[config.mk]
export PLATFORM = sky130hd
export DESIGN_NAME = mrt_ctrl
export DESIGN_NICKNAME = d
export VERILOG_FILES = /design/src/rtl/mrt_pkg.sv /design/src/rtl/mrt_ctrl.sv
export SDC_FILE = /design/constraint.sdc
export NUM_CORES = 1
export LEC_CHECK = 0
export BUFFER_PORTS_ARGS = -buffer_cell sky130_fd_sc_hd__buf_2
export CAP_MARGIN = 25
export CORE_AREA = 2 2 39 41
export CTS_BUF_LIST = sky130_fd_sc_hd__clkbuf_2
export CTS_CLUSTER_DIAMETER = 60
export DETAILED_ROUTE_END_ITERATION = 10
export DIE_AREA = 0 0 41 43
export GPL_TIMING_DRIVEN = 0
export PLACE_DENSITY = 0.56
export SYNTH_ARGS = -nofsm -noshare
export SYNTH_HDL_FRONTEND = slang
export SYNTH_SLANG_ARGS = --single-unit
[constraint.sdc]
create_clock -name i_clk -period 1.3 [get_ports i_clk]
set_input_delay 0.325 -clock i_clk [delete_from_list [all_inputs] [get_ports i_clk]]
set_output_delay 0.325 -clock i_clk [all_outputs]
set_load 0.02 [all_outputs]
[src/rtl/mrt_pkg.sv]
package mrt_pkg;

    localparam int ENTRIES  = 64;
    localparam int KEY_BITS = 64;
    localparam int IDX_W    = (ENTRIES > 1) ? $clog2(ENTRIES) : 1;
    localparam int ACT_W    = 32;
    localparam int TAG_W    = 128;
    localparam int ROW_W    = KEY_BITS + KEY_BITS + ACT_W + TAG_W;

    localparam logic [ACT_W-1:0] DEFAULT_ACTION_RESET = 32'hFFFF_FFFF;

    localparam logic [1:0] MODE_MATCH  = 2'd0;
    localparam logic [1:0] MODE_ADD    = 2'd1;
    localparam logic [1:0] MODE_MODIFY = 2'd2;
    localparam logic [1:0] MODE_DELETE = 2'd3;

    localparam logic [2:0] ST_OK      = 3'd0;
    localparam logic [2:0] ST_MISS    = 3'd1;
    localparam logic [2:0] ST_FULL    = 3'd2;
    localparam logic [2:0] ST_PRESENT = 3'd3;
    localparam logic [2:0] ST_BADIDX  = 3'd4;

    typedef struct packed {
        logic [1:0]  mode;
        logic [7:0]  entry_index;
        logic [63:0] key_value;
        logic [63:0] mask_value;
        logic [31:0] action_value;
        logic [63:0] tag_high;
        logic [63:0] tag_low;
    } t_in_item;

    typedef struct packed {
        logic [2:0]  status;
        logic [7:0]  result_index;
        logic [31:0] result_action;
    } t_out_item;

    // controller to datapath
    typedef struct packed {
        logic             load;      // capture input item
        logic             scan_rst;  // clear scan index
        logic             scan_step; // advance scan index
        logic             eval;      // evaluate row read for current index
        logic             wr_free;   // store rule at free slot
        logic             wr_idx;    // store rule at item index
        logic             del_idx;   // clear valid of item index
        logic             finish;    // form result
    } t_cmd;

    // datapath to controller
    typedef struct packed {
        logic       mode_scan; // match or add
        logic       scan_last; // current index is final entry
        logic       hit;       // early stop found
        logic       idx_ok;    // item index in range
        logic       is_modify;
        logic       is_add;
        logic       have_free;
    } t_sts;

endpackage

[src/rtl/mrt_ctrl.sv]
module mrt_ctrl (
    input  logic          i_clk,
    input  logic          i_rst_n,
    input  logic          i_in_valid,
    output logic          o_in_ready,
    output logic          o_out_valid,
    input  logic          i_out_ready,
    input  mrt_pkg::t_sts i_sts,
    output mrt_pkg::t_cmd o_cmd
);
    import mrt_pkg::*;

    typedef enum logic [2:0] {
        S_IDLE, S_PRIME, S_SCAN, S_DRAIN, S_EXEC, S_FIN, S_OUT
    } t_state;

    t_state r_state, n_state;
    logic   r_out_valid, n_out_valid;

    // next state and commands
    always_comb begin
        n_state     = r_state;
        n_out_valid = r_out_valid;
        o_cmd       = '0;
        case (r_state)
            S_IDLE: begin
                if (i_in_valid) begin
                    o_cmd.load     = 1'b1;
                    o_cmd.scan_rst = 1'b1;
                    n_state        = S_PRIME;
                end
            end
            S_PRIME: begin
                // first read address issued; row 0 appears next cycle
                o_cmd.scan_step = 1'b1;
                n_state = i_sts.mode_scan ? S_SCAN : S_EXEC;
            end
            S_SCAN: begin
                // read data valid for r_eval_idx from here on
                o_cmd.eval      = 1'b1;
                o_cmd.scan_step = 1'b1;
                n_state = S_DRAIN;
            end
            S_DRAIN: begin
                o_cmd.eval      = 1'b1;
                o_cmd.scan_step = 1'b1;
                if (i_sts.scan_last || i_sts.hit) begin
                    n_state = S_EXEC;
                end
            end
            S_EXEC: begin
                if (!i_sts.mode_scan) begin
                    if (i_sts.idx_ok) begin
                        o_cmd.wr_idx  = i_sts.is_modify;
                        o_cmd.del_idx = !i_sts.is_modify;
                    end
                end else if (!i_sts.hit && i_sts.have_free) begin
                    o_cmd.wr_free = i_sts.is_add;
                end
                n_state = S_FIN;
            end
            S_FIN: begin
                o_cmd.finish = 1'b1;
                n_out_valid  = 1'b1;
                n_state      = S_OUT;
            end
            S_OUT: begin
                if (i_out_ready) begin
                    n_out_valid = 1'b0;
                    n_state     = S_IDLE;
                end
            end
            default: n_state = S_IDLE;
        endcase
    end

    // hold state and registered valid
    always_ff @(posedge i_clk) begin
        if (!i_rst_n) begin
            r_state     <= S_IDLE;
            r_out_valid <= 1'b0;
        end else begin
            r_state     <= n_state;
            r_out_valid <= n_out_valid;
        end
    end

    assign o_in_ready  = (r_state == S_IDLE);
    assign o_out_valid = r_out_valid;

    a_valid_out: assert property (@(posedge i_clk) disable iff (!i_rst_n)
        r_out_valid |-> (r_state == S_OUT))
        else $error("output valid outside output state");
    a_no_take: assert property (@(posedge i_clk) disable iff (!i_rst_n)
        r_out_valid |-> !o_in_ready)
        else $error("input taken while result pending");
    a_fin: assert property (@(posedge i_clk) disable iff (!i_rst_n)
        o_cmd.finish |=> r_out_valid)
        else $error("finish without result");
endmodule

* After elaboration in Yosys (flattened, before gate mapping)
Index checks and enable logic that the tools add are counted.
Widths: inputs -> output; s select.
** Cells by class
- Multiplexer cells :: 17
- Add/sub/neg operators :: 0
- Multiply operators :: 0
- Shifts and indexed selects :: 0
- Reductions and logical operators :: 10
- Equal/unequal tests :: 9
- $lt $le $gt $ge :: 0
- Div/mod/pow operators :: 0
- Bitwise operators :: 0
** Operator list (number)
- $pmux 3 s7 :: 1
- $mux 3 :: 5
- $eq 3x3->1 const B :: 3
- $mux 2 :: 4
- $eq 3x2->1 const B :: 2
- $mux 1 :: 6
- $ne 2x2->1 const B :: 3
- $eq 3x1->1 const B :: 1
- $logic_not 3->1 :: 1
- $reduce_and 3->1 :: 1
- $reduce_or 3->1 :: 1
- $logic_not 1->1 :: 2
- $pmux 1 s2 :: 1
- $reduce_and 2->1 :: 1
- $reduce_bool 2->1 :: 1
- $reduce_or 2->1 :: 1
- $logic_and 1x1->1 :: 1
- $logic_or 1x1->1 :: 1
** Storage, ports and cells
- Bits in registers :: 4
- Bits in read-only memories :: 0
- Latch bits :: 0
- Memories :: 0
- Output and inout bits :: 10
- Bits in writable memories :: 0
- Input port bits :: 11
- Word-level logic and storage cells :: 38

* Longest topological paths before layout
- Depth in word-level cells :: 5
- Mapped depth :: 4
- Depth with buffers taken out :: 3

* Worst setup path after synthesis
No wires, ideal clock.
- Path kind :: reg-to-output
- Start point :: register r_state[0]
- End point :: output o_cmd[7] (netlist name)
- Data required time :: 0.975 ns
- Cell stages (with the launch flop) :: 5
- Path slack :: -0.555 ns
- Data arrival time :: 1.530 ns
- Path buffers :: 2
- Cell sequence :: dfxtp_1 -> buf_2 -> nor3_1 -> and2_1 -> buf_4
** RTL lines
- start, declared :: RTL line mrt_ctrl.sv:17 : t_state r_state, n_state;
- start signal, assigned :: RTL line mrt_ctrl.sv:83 : r_state <= n_state;
- end, declared :: RTL line mrt_ctrl.sv:9 : output mrt_pkg::t_cmd o_cmd

==> reports/results.ini <==
[synthesis]
yosysTopAreaCellShare = 0.244
synthArstFlopShare = 0
syn_area_sq_um = 328
synth_compound_area_frac = 0.225
synth_fa_ha_area_frac = 0
synth_top_cell_by_area = dfxtp_1
ys_warn_count = 0
synth_xor_area_frac = 0
yosys-mux-area-fraction = 0
synth.distinct_cells = 26
synthCells = 42
synth_seq_cells = 4
synthSimpleGateAreaFrac = 0.416
synth-main-ff-cell = dfxtp_1
ys_top_cells_by_area = dfxtp_1, nor2_1, nor3_1
avgSynthCellArea_sq_um = 7.81
syn_nets = 53
yosysSeqAreaShare = 0.244
synth_edf_count = 0
synth_top_family_by_area = simple AND/OR/NAND/NOR gates

[finish]
post-route-util = 0.486
drive_gt1_frac = 0.692
diodes = 0
synthToLayoutAreaGrowth_pct = 105
n_fill_cell = 145
regArea_sq_um = 86.3
finalInstanceArea_sq_um = 673
fin_cells = 94
layout.nets = 91
multi_input_area_sq_um = 253

[power_and_ir_drop]
p_sw_frac = 0.362
power_frac_comb = 0.561
leakagePower_nw = 0.324
p_clk_frac = 0.190
pwr-share-seq = 0.249
vdd_drop_max_mv = 0.421
power_density_mw_per_mm2 = 892
intPower_mw = 0.383
switchingPower_mw = 0.217

[detailed_routing]
top_layer = met3
wl_met3_um = 99
avgViaCountPerCell = 5.01
drt.antenna.violating_nets = 0
wl_per_cell_um = 11.8
drt_wl_total_mm = 1.11
firstDrtPassIters = 4
drc = 0
first_iter_violations = 14
route.vias.total = 471
wl_met2_um = 580
wl_met1_um = 429

[setup_path]
max_stage_delay_ps = 340
r2r_cells = 5
crit_type = reg -> out
arrival_ps = 1190
cp_max_fo = 6
start_kind = flop
path_common_cell = buf_6
cp.depth = 5
critical-path-top-delay-family = flip-flops
cp_cell_sequence = buf_8 > nor3_4 > and2_4 > buf_6 > buf_6
cp_num_buf_inv = 3
required_ps = 980
r2r_slack_ps = 50
worst_setup_path_end_kind = primary output
cpMaxStageDelayCell = dfxtp_4

[floorplanning]
die_area_sq_mm = 0.00176
core-area_sq_mm = 0.00138
die_height_um = 43
ioPinCount = 21
rows = 14
initial_core_util = 0.237
fp.dieW_um = 41

[global_routing]
grt_pass1_wl_mm = 1.81
grt_pass1_vias = 438
grt_usage = 0.156
grt_max_degree = 11
overflow = 0
antenna_found_initial = 0

[clocking]
cts_made_buffers = 3
postCtsHoldBufs = 0
cts.sink_count = 4
cts.root.buffer_cell = clkbuf_2
clkLatencyLatePin_ps = 210
h-tree-depth = 1
path_clk_slew_ps = 50
clockBufferDepth = 2
cts_tree = yes

[timing]
fmax_mhz = 662
clock_skew_ps = 10.1
rsz0062_at_grt = true
fin_crit_ps = 1510
postLayoutSetupSlackWorst_ps = -210
maxSlewHeadroom = 0.812
hold_viol = 0
tns_ps = -1220
finalSetupViolCount = 9
drv_slew = 0
worst_slew_pin_slew_ps = 278
final.period_utilization = 1.16

[placement]
port_buffers = 20
place_hpwl_um = 669
place_area_sq_um = 479
gp_congestion = 0.736
pre_cts_ws_ps = -185
dp_cells = 78

[status]
violations = setup timing
status = finished with violations

[job]
max_cap_viol_count = 0

[worst_hold_path]
min_path_type = in -> reg
min_path_cells = 3

-- flip-flops by register name (all words and copies together) (netlist names) --
name         cells
o_out_valid      1
r_state          3
-- stage by stage --
step	power, mW	hold slack, ps
floorplan	0.303	448
global placement	0.367	524
detailed placement	0.367	520
CTS	0.579	362
global route	0.653	369
finish	0.600	378
-- synthesized netlist by cell type, types with 2 or more instances --
| cell type | count |
|---|---|
| o211ai_1 | 2 |
| dfxtp_1 | 4 |
| nand2_1 | 2 |
| nor2_1 | 6 |
| and2_1 | 2 |
| buf_4 | 2 |
| a21oi_1 | 2 |
| nor3_1 | 3 |
| o21ai_0 | 2 |
-- worst register-to-register path, stage by stage (launching register included) --
cell and delay (ps):
dfxtp_2 320, buf_4 130, buf_4 120, and4bb_2 220, o21bai_1 170, and4b_1 220
-- layout make-up --
type	count	area share
repair buffers	34	0.379
multi-input cells	33	0.375
flip-flops and latches	4	0.128
plain buffers	3	0.0558
well taps	16	0.0297
clock buffers	3	0.0223
inverters	1	0.00929
-- worst paths after layout --
check	from	endpoint
max	r_state[2]	o_cmd[7]
min	i_rst_n	r_state[1]
max reg2reg	r_state[1]	r_state[2]
min reg2reg	o_out_valid	o_out_valid
-- cell families (layout without fill, tap and decap cells) --
| logic type | Yosys count | after routing |
|---|---|---|
| DFF | 4 | 4 |
| and+or+nand+nor | 22 | 22 |
| buffers and inverters | 5 | 41 |
| AOI/OAI and AO/OA | 11 | 11 |
-- layout by cell type (no fill, tap or decap) --
cell and n:
buf_4 14, buf_2 12, buf_6 10, nor2_1 3
clkbuf_2 3, nor2_4 2, and2_4 2, o21ai_0 2
o211ai_1 2, nor3_1 2, a21oi_1 2, dfxtp_2 2
inv_4 1, buf_8 1, and2b_2 1, nor3_4 1
nor2b_1 1, and4_1 1, nand2_2 1, nor3b_4 1
nand4b_1 1, nor2_2 1, nand2_1 1, and4bb_2 1
o21bai_1 1, and4b_1 1, a211o_1 1, o41ai_1 1
a31oi_1 1, o31ai_1 1, and3_1 1, nand3_1 1
dfxtp_1 1, dfxtp_4 1
-- per-layer routing --
| metal | track usage | vias up |
|---|---|---|
| li1 | - | 235 |
| met1 | 0.185 | 212 |
| met2 | 0.225 | 24 |
| met3 | 0.0524 | 0 |
| met4 | 0.107 | 0 |
| met5 | 0 | - |
-- power by group through the flow --
stage	combinational [mW]	sequential, mW	clock, mW
floorplan	0.159	0.144	0
global placement	0.221	0.146	0
detailed placement	0.221	0.146	0
CTS	0.317	0.142	0.119
global route	0.365	0.152	0.136
finish	0.337	0.149	0.114
-- repair_timing --
action / 4_1_cts / 5_1_grt
setup buffers: 7 / 8
gates resized for setup: 27 / 2
setup endpoints to repair: 9 / 9
pin swaps: 6 / 4
No activity file was read; power rests on OpenSTA's default activity.
